===== src/rtl/cta_pkg.sv =====
// shared types, codes and default geometry for the tower adjacency core
package cta_pkg;

    localparam int ID_W  = 16;
    localparam int REL_W = 2;

    // default geometry
    localparam int TOWERS_PER_CRATE_DEF    = 128;
    localparam int CRATES_PER_SECTOR_DEF   = 6;
    localparam int SECTORS_PER_CHAMBER_DEF = 25;
    localparam int CHAMBERS_DEF            = 2;

    // reciprocal scaling for the constant dividers
    localparam int RECIP_SHIFT = 32;

    typedef enum logic [REL_W-1:0] {
        REL_CONTINUE  = 2'd0,
        REL_NEIGHBOUR = 2'd1,
        REL_STOP      = 2'd2,
        REL_BEFORE    = 2'd3
    } relation_t;

    typedef enum logic {
        OP_SIDE   = 1'b0,
        OP_VERTEX = 1'b1
    } operation_t;

    // per-stage load enables of the decode pipeline
    typedef struct packed {
        logic s1;
        logic s2;
        logic s3;
    } stage_en_t;

endpackage


===== src/rtl/cta_decode.sv =====
// three-stage tower id decoder: reciprocal estimate, correction, field split
module cta_decode #(
    parameter int TOWERS_PER_CRATE    = cta_pkg::TOWERS_PER_CRATE_DEF,
    parameter int CRATES_PER_SECTOR   = cta_pkg::CRATES_PER_SECTOR_DEF,
    parameter int SECTORS_PER_CHAMBER = cta_pkg::SECTORS_PER_CHAMBER_DEF,
    parameter int CH_W                = 1,
    parameter int SEC_W               = 5,
    parameter int PHI_W               = 4,
    parameter int Z_W                 = 6
) (
    input  logic                      clk,
    input  cta_pkg::stage_en_t        en,
    input  logic [cta_pkg::ID_W-1:0]  id,
    output logic [CH_W-1:0]           ch,
    output logic [SEC_W-1:0]          sec,
    output logic [PHI_W-1:0]          phi,
    output logic [Z_W-1:0]            z
);

    localparam int ID_W   = cta_pkg::ID_W;
    localparam int PROD_W = ID_W + cta_pkg::RECIP_SHIFT;

    localparam int DIV_CR  = TOWERS_PER_CRATE;
    localparam int DIV_SEC = TOWERS_PER_CRATE * CRATES_PER_SECTOR;
    localparam int DIV_CH  = DIV_SEC * SECTORS_PER_CHAMBER;

    localparam logic [31:0] RECIP_CR  = 32'((64'd1 << cta_pkg::RECIP_SHIFT) / DIV_CR);
    localparam logic [31:0] RECIP_SEC = 32'((64'd1 << cta_pkg::RECIP_SHIFT) / DIV_SEC);
    localparam logic [31:0] RECIP_CH  = 32'((64'd1 << cta_pkg::RECIP_SHIFT) / DIV_CH);

    // stage 1: quotient estimates, low by at most one
    logic [PROD_W-1:0] p_cr, p_sec, p_ch;
    logic [ID_W-1:0]   e_cr_reg, e_sec_reg, e_ch_reg, id1_reg;

    assign p_cr  = PROD_W'(id) * PROD_W'(RECIP_CR);
    assign p_sec = PROD_W'(id) * PROD_W'(RECIP_SEC);
    assign p_ch  = PROD_W'(id) * PROD_W'(RECIP_CH);

    always_ff @(posedge clk)
    begin
        if (en.s1)
        begin
            e_cr_reg  <= p_cr[PROD_W-1:cta_pkg::RECIP_SHIFT];
            e_sec_reg <= p_sec[PROD_W-1:cta_pkg::RECIP_SHIFT];
            e_ch_reg  <= p_ch[PROD_W-1:cta_pkg::RECIP_SHIFT];
            id1_reg   <= id;
        end
    end

    // stage 2: remainder check and correction
    logic [31:0]     r_cr, r_sec, r_ch;
    logic [ID_W-1:0] q_cr_next, q_sec_next, q_ch_next;
    logic [ID_W-1:0] q_cr_reg, q_sec_reg, q_ch_reg, id2_reg;

    always_comb
    begin
        r_cr  = 32'(id1_reg) - 32'(e_cr_reg) * 32'(DIV_CR);
        r_sec = 32'(id1_reg) - 32'(e_sec_reg) * 32'(DIV_SEC);
        r_ch  = 32'(id1_reg) - 32'(e_ch_reg) * 32'(DIV_CH);
        q_cr_next  = e_cr_reg + ID_W'(r_cr >= 32'(DIV_CR));
        q_sec_next = e_sec_reg + ID_W'(r_sec >= 32'(DIV_SEC));
        q_ch_next  = e_ch_reg + ID_W'(r_ch >= 32'(DIV_CH));
    end

    always_ff @(posedge clk)
    begin
        if (en.s2)
        begin
            q_cr_reg  <= q_cr_next;
            q_sec_reg <= q_sec_next;
            q_ch_reg  <= q_ch_next;
            id2_reg   <= id1_reg;
        end
    end

    // stage 3: local sector, crate and offset from the global quotients
    logic [31:0] sec_full, crate_full, off_full, phi_full;
    logic [CH_W-1:0]  ch_reg;
    logic [SEC_W-1:0] sec_reg;
    logic [PHI_W-1:0] phi_reg;
    logic [Z_W-1:0]   z_reg;

    always_comb
    begin
        sec_full   = 32'(q_sec_reg) - 32'(q_ch_reg) * 32'(SECTORS_PER_CHAMBER);
        crate_full = 32'(q_cr_reg) - 32'(q_sec_reg) * 32'(CRATES_PER_SECTOR);
        off_full   = 32'(id2_reg) - 32'(q_cr_reg) * 32'(TOWERS_PER_CRATE);
        phi_full   = (crate_full << 1) + 32'(off_full[0]);
    end

    always_ff @(posedge clk)
    begin
        if (en.s3)
        begin
            ch_reg  <= q_ch_reg[CH_W-1:0];
            sec_reg <= sec_full[SEC_W-1:0];
            phi_reg <= phi_full[PHI_W-1:0];
            z_reg   <= off_full[Z_W:1];
        end
    end

    assign ch  = ch_reg;
    assign sec = sec_reg;
    assign phi = phi_reg;
    assign z   = z_reg;

endmodule


===== src/rtl/cta_compare.sv =====
// side and corner adjacency decision on two decoded towers
module cta_compare #(
    parameter int CRATES_PER_SECTOR   = cta_pkg::CRATES_PER_SECTOR_DEF,
    parameter int SECTORS_PER_CHAMBER = cta_pkg::SECTORS_PER_CHAMBER_DEF,
    parameter int CH_W                = 1,
    parameter int SEC_W               = 5,
    parameter int PHI_W               = 4,
    parameter int Z_W                 = 6
) (
    input  cta_pkg::operation_t op,
    input  logic                mode,
    input  logic [CH_W-1:0]     a_ch,
    input  logic [SEC_W-1:0]    a_sec,
    input  logic [PHI_W-1:0]    a_phi,
    input  logic [Z_W-1:0]      a_z,
    input  logic [CH_W-1:0]     b_ch,
    input  logic [SEC_W-1:0]    b_sec,
    input  logic [PHI_W-1:0]    b_phi,
    input  logic [Z_W-1:0]      b_z,
    output cta_pkg::relation_t  rel
);

    localparam logic [SEC_W-1:0] LAST_SEC = SEC_W'(SECTORS_PER_CHAMBER - 1);
    localparam logic [PHI_W-1:0] LAST_PHI = PHI_W'(2 * CRATES_PER_SECTOR - 1);

    logic phi_eq, phi_d1, z_eq, z_d1, side_adj, b_phi_far;
    logic b_prec_a, a_prec_b, a_phi_first, a_phi_last;

    always_comb
    begin
        phi_eq = (a_phi == b_phi);
        z_eq   = (a_z == b_z);
        phi_d1 = phi_eq || ({1'b0, a_phi} + 1'b1 == {1'b0, b_phi})
                        || ({1'b0, b_phi} + 1'b1 == {1'b0, a_phi});
        z_d1   = z_eq || ({1'b0, a_z} + 1'b1 == {1'b0, b_z})
                      || ({1'b0, b_z} + 1'b1 == {1'b0, a_z});
        side_adj  = (phi_d1 && z_eq) || (phi_eq && z_d1);
        b_phi_far = {1'b0, b_phi} > {1'b0, a_phi} + 1'b1;
        // sector wrap: sector 0 follows the last sector
        b_prec_a  = (a_sec == '0) ? (b_sec == LAST_SEC) : ({1'b0, b_sec} + 1'b1 == {1'b0, a_sec});
        a_prec_b  = (b_sec == '0) ? (a_sec == LAST_SEC) : ({1'b0, a_sec} + 1'b1 == {1'b0, b_sec});
        a_phi_first = (a_phi == '0);
        a_phi_last  = (a_phi == LAST_PHI);
    end

    always_comb
    begin
        rel = cta_pkg::REL_CONTINUE;
        if (op == cta_pkg::OP_SIDE)
        begin
            priority if (a_ch > b_ch)
                rel = cta_pkg::REL_BEFORE;
            else if (a_ch < b_ch)
                rel = cta_pkg::REL_STOP;
            else if (mode)
            begin
                priority if (a_sec == b_sec)
                    rel = side_adj ? cta_pkg::REL_NEIGHBOUR : cta_pkg::REL_CONTINUE;
                else if (b_prec_a)
                    rel = (a_phi_first && b_phi == LAST_PHI && z_eq) ?
                          cta_pkg::REL_NEIGHBOUR : cta_pkg::REL_CONTINUE;
                else if (a_prec_b)
                begin
                    if (a_phi_last)
                        rel = (b_phi == '0 && z_eq) ?
                              cta_pkg::REL_NEIGHBOUR : cta_pkg::REL_CONTINUE;
                    else
                        rel = (!a_phi_first && b_sec > a_sec) ?
                              cta_pkg::REL_STOP : cta_pkg::REL_CONTINUE;
                end
                else
                    rel = (!a_phi_first && !a_phi_last && b_sec > a_sec) ?
                          cta_pkg::REL_STOP : cta_pkg::REL_CONTINUE;
            end
            else if (a_sec > b_sec)
                rel = cta_pkg::REL_BEFORE;
            else if (a_sec < b_sec)
                rel = cta_pkg::REL_STOP;
            else if (side_adj)
                rel = cta_pkg::REL_NEIGHBOUR;
            else if (b_phi_far)
                rel = cta_pkg::REL_STOP;
            else
                rel = cta_pkg::REL_CONTINUE;
        end
        else
        begin
            priority if (a_ch != b_ch)
                rel = cta_pkg::REL_CONTINUE;
            else if (a_sec == b_sec)
                rel = (phi_d1 && z_d1) ? cta_pkg::REL_NEIGHBOUR : cta_pkg::REL_CONTINUE;
            else if (!mode)
                rel = cta_pkg::REL_CONTINUE;
            else if (b_prec_a)
                rel = (a_phi_first && b_phi == LAST_PHI && z_d1) ?
                      cta_pkg::REL_NEIGHBOUR : cta_pkg::REL_CONTINUE;
            else if (a_prec_b)
                rel = (a_phi_last && b_phi == '0 && z_d1) ?
                      cta_pkg::REL_NEIGHBOUR : cta_pkg::REL_CONTINUE;
            else
                rel = cta_pkg::REL_CONTINUE;
        end
    end

endmodule


===== src/rtl/calorimeter_tower_adjacency_core.sv =====
// top level of the calorimeter tower adjacency core
//
// usage:
//   input channel in_valid/in_ready carries one item: operation (0 side test,
//   1 corner test) and two absolute tower ids; output channel
//   out_valid/out_ready returns one relation code per item, in order
//   relation: 0 continue, 1 neighbour, 2 stop searching, 3 second precedes first
//   cfg_we/cfg_wdata write the multi-sector mode bit (wrap across sector edges);
//   write it only while no item is in flight
// timing:
//   four register stages: reciprocal multiply, quotient correction, field
//   split, relation decision into the output register; throughput one item
//   per cycle while out_ready keeps the output register draining
// reset:
//   rst_n clears all stage valid bits and the mode bit (single-sector mode)
// stalls:
//   each stage holds while the stage after it is full and cannot move, so
//   bubbles close up and in_ready stays high as long as any stage is free;
//   nothing is dropped or duplicated under back-pressure
module calorimeter_tower_adjacency_core #(
    parameter int TOWERS_PER_CRATE    = cta_pkg::TOWERS_PER_CRATE_DEF,
    parameter int CRATES_PER_SECTOR   = cta_pkg::CRATES_PER_SECTOR_DEF,
    parameter int SECTORS_PER_CHAMBER = cta_pkg::SECTORS_PER_CHAMBER_DEF,
    parameter int CHAMBERS            = cta_pkg::CHAMBERS_DEF
) (
    input  logic                           clk,
    input  logic                           rst_n,
    // configuration
    input  logic                           cfg_we,
    input  logic                           cfg_wdata,
    // input channel
    input  logic                           in_valid,
    output logic                           in_ready,
    input  logic                           operation,
    input  logic [cta_pkg::ID_W-1:0]       first_tower_id,
    input  logic [cta_pkg::ID_W-1:0]       second_tower_id,
    // output channel
    output logic                           out_valid,
    input  logic                           out_ready,
    output logic [cta_pkg::REL_W-1:0]      relation
);

    // geometry-derived field widths; ids past the last chamber keep the full
    // chamber quotient, so its width follows the id range, not CHAMBERS
    localparam int TOWERS_PER_CHAMBER = TOWERS_PER_CRATE * CRATES_PER_SECTOR
                                        * SECTORS_PER_CHAMBER;
    localparam int CH_MAX   = ((1 << cta_pkg::ID_W) - 1) / TOWERS_PER_CHAMBER;
    localparam int CH_W     = (CH_MAX > 0) ? $clog2(CH_MAX + 1) : 1;
    localparam int SEC_W    = $clog2(SECTORS_PER_CHAMBER);
    localparam int PHI_W    = $clog2(2 * CRATES_PER_SECTOR);
    localparam int Z_CNT    = (TOWERS_PER_CRATE - 1) / 2 + 1;
    localparam int Z_W      = (Z_CNT > 1) ? $clog2(Z_CNT) : 1;
    // nominal chamber count only bounds well-formed ids
    localparam int NOM_CH_W = (CHAMBERS > 1) ? $clog2(CHAMBERS) : 1;

    // mode register
    logic mode_reg;

    always_ff @(posedge clk or negedge rst_n)
    begin
        if (!rst_n)
            mode_reg <= 1'b0;
        else if (cfg_we)
            mode_reg <= cfg_wdata;
    end

    // pipeline flow control: a stage loads when it is empty or drains
    logic v1_reg, v2_reg, v3_reg, v4_reg;
    logic adv1, adv2, adv3, adv4;
    cta_pkg::stage_en_t en;

    assign adv4 = !v4_reg || out_ready;
    assign adv3 = !v3_reg || adv4;
    assign adv2 = !v2_reg || adv3;
    assign adv1 = !v1_reg || adv2;

    assign en.s1 = adv1;
    assign en.s2 = adv2;
    assign en.s3 = adv3;

    assign in_ready = adv1;

    always_ff @(posedge clk or negedge rst_n)
    begin
        if (!rst_n)
        begin
            v1_reg <= 1'b0;
            v2_reg <= 1'b0;
            v3_reg <= 1'b0;
            v4_reg <= 1'b0;
        end
        else
        begin
            if (adv1)
                v1_reg <= in_valid;
            if (adv2)
                v2_reg <= v1_reg;
            if (adv3)
                v3_reg <= v2_reg;
            if (adv4)
                v4_reg <= v3_reg;
        end
    end

    // operation travels alongside the decode stages
    cta_pkg::operation_t op1_reg, op2_reg, op3_reg;

    always_ff @(posedge clk)
    begin
        if (adv1)
            op1_reg <= cta_pkg::operation_t'(operation);
        if (adv2)
            op2_reg <= op1_reg;
        if (adv3)
            op3_reg <= op2_reg;
    end

    // decoders for both towers
    logic [CH_W-1:0]  a_ch, b_ch;
    logic [SEC_W-1:0] a_sec, b_sec;
    logic [PHI_W-1:0] a_phi, b_phi;
    logic [Z_W-1:0]   a_z, b_z;

    cta_decode #(
        .TOWERS_PER_CRATE    (TOWERS_PER_CRATE),
        .CRATES_PER_SECTOR   (CRATES_PER_SECTOR),
        .SECTORS_PER_CHAMBER (SECTORS_PER_CHAMBER),
        .CH_W                (CH_W),
        .SEC_W               (SEC_W),
        .PHI_W               (PHI_W),
        .Z_W                 (Z_W)
    ) u_decode_first (
        .clk (clk),
        .en  (en),
        .id  (first_tower_id),
        .ch  (a_ch),
        .sec (a_sec),
        .phi (a_phi),
        .z   (a_z)
    );

    cta_decode #(
        .TOWERS_PER_CRATE    (TOWERS_PER_CRATE),
        .CRATES_PER_SECTOR   (CRATES_PER_SECTOR),
        .SECTORS_PER_CHAMBER (SECTORS_PER_CHAMBER),
        .CH_W                (CH_W),
        .SEC_W               (SEC_W),
        .PHI_W               (PHI_W),
        .Z_W                 (Z_W)
    ) u_decode_second (
        .clk (clk),
        .en  (en),
        .id  (second_tower_id),
        .ch  (b_ch),
        .sec (b_sec),
        .phi (b_phi),
        .z   (b_z)
    );

    // relation decision into the output register
    cta_pkg::relation_t rel_next, rel_reg;

    cta_compare #(
        .CRATES_PER_SECTOR   (CRATES_PER_SECTOR),
        .SECTORS_PER_CHAMBER (SECTORS_PER_CHAMBER),
        .CH_W                (CH_W),
        .SEC_W               (SEC_W),
        .PHI_W               (PHI_W),
        .Z_W                 (Z_W)
    ) u_compare (
        .op    (op3_reg),
        .mode  (mode_reg),
        .a_ch  (a_ch),
        .a_sec (a_sec),
        .a_phi (a_phi),
        .a_z   (a_z),
        .b_ch  (b_ch),
        .b_sec (b_sec),
        .b_phi (b_phi),
        .b_z   (b_z),
        .rel   (rel_next)
    );

    always_ff @(posedge clk)
    begin
        if (adv4)
            rel_reg <= rel_next;
    end

    assign out_valid = v4_reg;
    assign relation  = rel_reg;

    // assertions

    // a corner test only ever reports continue or neighbour
    assert property (@(posedge clk) disable iff (!rst_n)
        v3_reg && op3_reg == cta_pkg::OP_VERTEX |->
            rel_next == cta_pkg::REL_CONTINUE || rel_next == cta_pkg::REL_NEIGHBOUR)
        else $error("corner test produced a side-only code");

    // an empty first stage always takes an item
    assert property (@(posedge clk) disable iff (!rst_n)
        !v1_reg |-> in_ready)
        else $error("input stalled with a free first stage");

    // a full, stalled pipeline must refuse input
    assert property (@(posedge clk) disable iff (!rst_n)
        v1_reg && v2_reg && v3_reg && v4_reg && !out_ready |-> !in_ready)
        else $error("input accepted into a full stalled pipeline");

    // an accepted item occupies the first stage on the next cycle
    assert property (@(posedge clk) disable iff (!rst_n)
        in_valid && in_ready |=> v1_reg)
        else $error("accepted item lost at first stage");

    // a held result keeps its stage-3 source from being overwritten
    assert property (@(posedge clk) disable iff (!rst_n)
        v4_reg && !out_ready && v3_reg |=> v3_reg && $stable(a_ch) && $stable(b_sec))
        else $error("stage 3 changed while blocked");

    // well-formed geometry: nominal chamber field is at most two bits wider than the chamber quotient
    assert property (@(posedge clk) disable iff (!rst_n)
        1'b1 |-> NOM_CH_W <= CH_W + 2)
        else $error("chamber width inconsistent with geometry");

endmodule

===== config.mk =====
export PLATFORM = sky130hd
export DESIGN_NAME = calorimeter_tower_adjacency_core
export DESIGN_NICKNAME = d
export VERILOG_FILES = /design/src/rtl/cta_pkg.sv /design/src/rtl/cta_decode.sv /design/src/rtl/cta_compare.sv /design/src/rtl/calorimeter_tower_adjacency_core.sv
export SDC_FILE = /design/constraint.sdc
export NUM_CORES = 1
export LEC_CHECK = 0
export BUFFER_PORTS_ARGS = -buffer_cell sky130_fd_sc_hd__buf_2
export CAP_MARGIN = 0
export CELL_PAD_IN_SITES_DETAIL_PLACEMENT = 0
export CELL_PAD_IN_SITES_GLOBAL_PLACEMENT = 2
export CORE_UTILIZATION = 30
export CTS_CLUSTER_DIAMETER = 100
export DETAILED_ROUTE_END_ITERATION = 8
export PLACE_DENSITY = 0.59
export SLEW_MARGIN = 15
export SYNTH_ARGS = -nofsm -noshare
export SYNTH_HDL_FRONTEND = slang
export SYNTH_HIERARCHICAL = 1
export SYNTH_SLANG_ARGS = --single-unit
export TNS_END_PERCENT = 10

===== constraint.sdc =====
create_clock -name clk -period 7 [get_ports clk]
set_input_delay 1.4 -clock clk [delete_from_list [all_inputs] [get_ports clk]]
set_output_delay 1.4 -clock clk [all_outputs]
set_load 0.03 [all_outputs]

==> metrics.md <==
| Metric | Value |
|---|---|
| Status | finished, final reports clean |
| Tightest Pin Transition | 0.798 ns |
| Most frequent cells in the layout | inv_1 (589), ha_1 (537), fa_1 (298) |
| RePlAce Congestion | 0.825 |
| Psw | 6.17 mW |
| Hold Buf Count CTS | 0 |
| Peak supply drop | roughly 0.3 mV |
| Die Wd | 281 µm |
| Ys flop type | edfxtp_1 |
| # DRC | 0 |
| Clk root buf | clkbuf_16 |
| Initial DRC Count | 492 |
| Synth warnings | 6 |
| Worst setup path class | in2reg |
| Initial antenna violation count | 0 |
| Gate power share | 80.2% |
| Fin util | 33.9% |
| Pwr/cell area | 482 mW/mm² |
| Syn Nets | between 3k and 4k |
| Worst Path Arrival | approximately 6.6 ns |
| Slew Limit Fails | 0 |
| Core ar. | 0.0765 mm² |
| Rows | 101 |
| Sink Count | between 100 and 150 |
| Total internal power | 6.33 mW |
| Relative slew slack | 46.8% |
| EDFF count, synth | 125 |
| Largest net degree at the start of global routing | 53 |
| Seq cells post-synth | 130 |
| Crit path launch | first_tower_id[1] |
| Multi-input logic area | 0.0172 mm² |
| Post-route ant nets | 0 |
| Top post-synthesis cells by area | ha_1 (29%), fa_1 (26%), edfxtp_1 (16%), inv_1 (9.5%), xnor2_1 (2.4%) |
| Fin crit period | 6.42 ns |
| Mapped Cells | between 2k and 2.5k |
| Fin Clk Skew | approximately 0.013 ns |
| Vias in the first global route | 17.1k |
| FF-to-FF Start | u_decode_first/e_sec_reg[0] |
| R2R Setup Slk | 3.00 ns |
| Starting Density | 30.5% |
| Final Setup Violations | 0 |
| Worst-skew pair later-pin latency | 0.43 ns |
| Nets@finish | 3249 |
| IO Count | 43 |
| CP Max Fanout | 4 |
| Pre-CTS setup slack | 0.106 ns |
| Port Buffer Count | 42 |
| Met2 wire length | 24.9 mm |
| Final std cells w/o fill | 3418 |
| Critical path launch point type | input port |
| Sequential fraction of the synthesis area | 16.6% |
| H-tree depth | 4 |
| Switching Share | 49.3% |
| Avg Cell Area, Syn | 10.4 µm² |
| Iteration count of the initial detailed-routing pass | 5 |
| Placed inst area | 0.0253 mm² |
| RSZ-0062 raised after global routing | no |
| Yosys top cell by area | ha_1 |
| Final setup TNS | 0 ns |
| Fraction of registers with async set/reset | 3.85% |
| Cts repair resizes | 0 |
| Hold Crit Class | reg2reg |
| Number of fill cells | approximately 7.8k |
| Area delta synth->final | 11.1% |
| Post-route cell area | 0.0259 mm² |
| Post-synth cell types | 90 |
| Metal-1 WL | between 20 and 30 mm |
| Final worst-path cycle share | between 90% and 100% |
| Clock Power Share | 7.8% |
| Fraction of power consumed by sequential logic | 12.0% |
| WP data required | 7.18 ns |
| FF/Latch Area | 0.00388 mm² |
| Max-Cap Viols | 0 |
| Gr ovfl total | 0 |
| DP HPWL | 48.5 mm |
| Leakage power | 13.2 nW |
| Layout cells sized above 1 | under 10% |
| Worst r2r dst | u_decode_first/q_sec_reg[2] |
| R2R depth | 18 |
| Die H | 281 µm |
| Setup WS post-layout | 0.578 ns |
| Final wirelength | 55.1 mm |
| Max Root-Sink Buffers | 2 |
| Inserted Diodes | 0 |
| WL per Instance | roughly 16 µm |
| Vias per Instance | 4.48 |
| Uppermost layer routed | met4 |
| Top-area cell type share of the netlist area | 28.8% |
| Mapped cell area | between 0.02 and 0.025 mm² |
| Fin. Hold Viols | 0 |
| Total GRT Usage | 14.9% |
| Max Freq | 0.156 GHz |
| Setup Fix Bufs, Post-CTS | 0 |
| CTS clk-pin slew, worst paths | 0.06 ns |
| Via count | between 15k and 20k |
| Worst setup endpoint | u_decode_first/e_sec_reg[5] |
| CTS Buf Count | 17 |
| Die area | 0.0789 mm² |
| WL met3 | 807 µm |
| CP Capture Type | register |
| Placed Cells | between 3k and 4k |
| Commonest non-fill, non-tap cell in the layout | inv_1 |
| First-pass GRT wire length | slightly above 90 mm |
| CTS tree | yes |
worst min-delay path by stage:
stage	from	end	slack (ns)	cells past startpoint
2_1_floorplan	op1_reg	op2_reg	0.40	0
3_3_place_gp	u_decode_first/id2_reg[4]	u_decode_first/z[3]	0.40	0
3_5_place_dp	u_decode_first/q_cr_reg[0]	u_decode_first/phi[1]	0.40	0
4_1_cts	u_decode_first/q_cr_reg[0]	u_decode_first/phi[1]	0.42	0
5_1_grt	u_decode_first/id1_reg[2]	u_decode_first/id2_reg[2]	0.42	0
6_report	u_decode_first/q_cr_reg[0]	u_decode_first/phi[1]	0.41	0
routing by layer:
metal	global-route usage, %	vias up
li1	-	7719
met1	21.7	7475
met2	24.2	103
met3	1.55	22
met4	2.02	0
met5	0	-
cell usage after synthesis, drive strengths merged (6+ instances only):
| master | n |
|---|---|
| nand2b | 16 |
| a31oi | 13 |
| nor2b | 25 |
| nand4 | 15 |
| o21a | 12 |
| o21bai | 9 |
| nor4b | 7 |
| a21oi | 85 |
| xnor2 | 64 |
| nand3 | 28 |
| inv | 592 |
| xor2 | 36 |
| a21o | 34 |
| nor3 | 16 |
| edfxtp | 125 |
| nand2 | 60 |
| o21ai | 56 |
| nor2 | 47 |
| and3 | 12 |
| o211ai | 11 |
| a211oi | 12 |
| and2 | 6 |
| fa | 298 |
| nor4 | 7 |
| buf | 7 |
| ha | 537 |
| o22ai | 9 |
worst max-delay path, stage by stage:
cell	delay, ns
buf_2	0.14
ha_1	0.34
inv_1	0.06
fa_1	0.54
fa_1	0.54
fa_1	0.55
inv_1	0.06
fa_1	0.52
fa_1	0.51
ha_1	0.34
a21oi_1	0.21
o31ai_1	0.10
o21ai_0	0.29
a31oi_1	0.17
buf_4	0.18
o221ai_1	0.24
o21ai_1	0.14
buf_4	0.15
xor2_1	0.13
power groups by stage:
| stage | Combinational (mW) | Clock, mW | Sequential [mW] |
|---|---|---|---|
| global placement | 10.1 | 0 | 1.52 |
| CTS | 10.3 | 1.02 | 1.50 |
| detailed placement | 10.1 | 0 | 1.52 |
| floorplan | 7.66 | 0 | 1.40 |
| global route | 11.7 | 1.05 | 1.53 |
| finish | 10.0 | 0.981 | 1.50 |
logic make-up (layout without fill, tap and decap cells):
logic type / Yosys count / in the layout / synth area share (%)
adder cells (fa/ha/maj): 837 / 837 / 54.4
buffers and inverters: 601 / 734 / 9.76
AO/OA/AOI/OAI: 299 / 299 / 8.46
AND/OR/NAND/NOR: 279 / 279 / 6.55
flip-flops: 130 / 130 / 16.6
XOR/XNOR: 100 / 100 / 3.78
multiplexers: 9 / 9 / 0.407
cell type report:
type                    instances  area share [%]
clock inverters                15           0.825
clock buffers                  17            1.64
well taps                    1030            4.97
inverters                     592            8.57
multi-input cells            1524            66.3
flip-flops and latches        130            15.0
repair buffers                110            2.78
stage by stage:
stage	total power [mW]	hold slack, ns
finish	12.5	0.410
global route	14.3	0.424
CTS	12.8	0.416
detailed placement	11.6	0.405
global placement	11.6	0.403
floorplan	9.06	0.400
(Power assumes the default switching activity.)
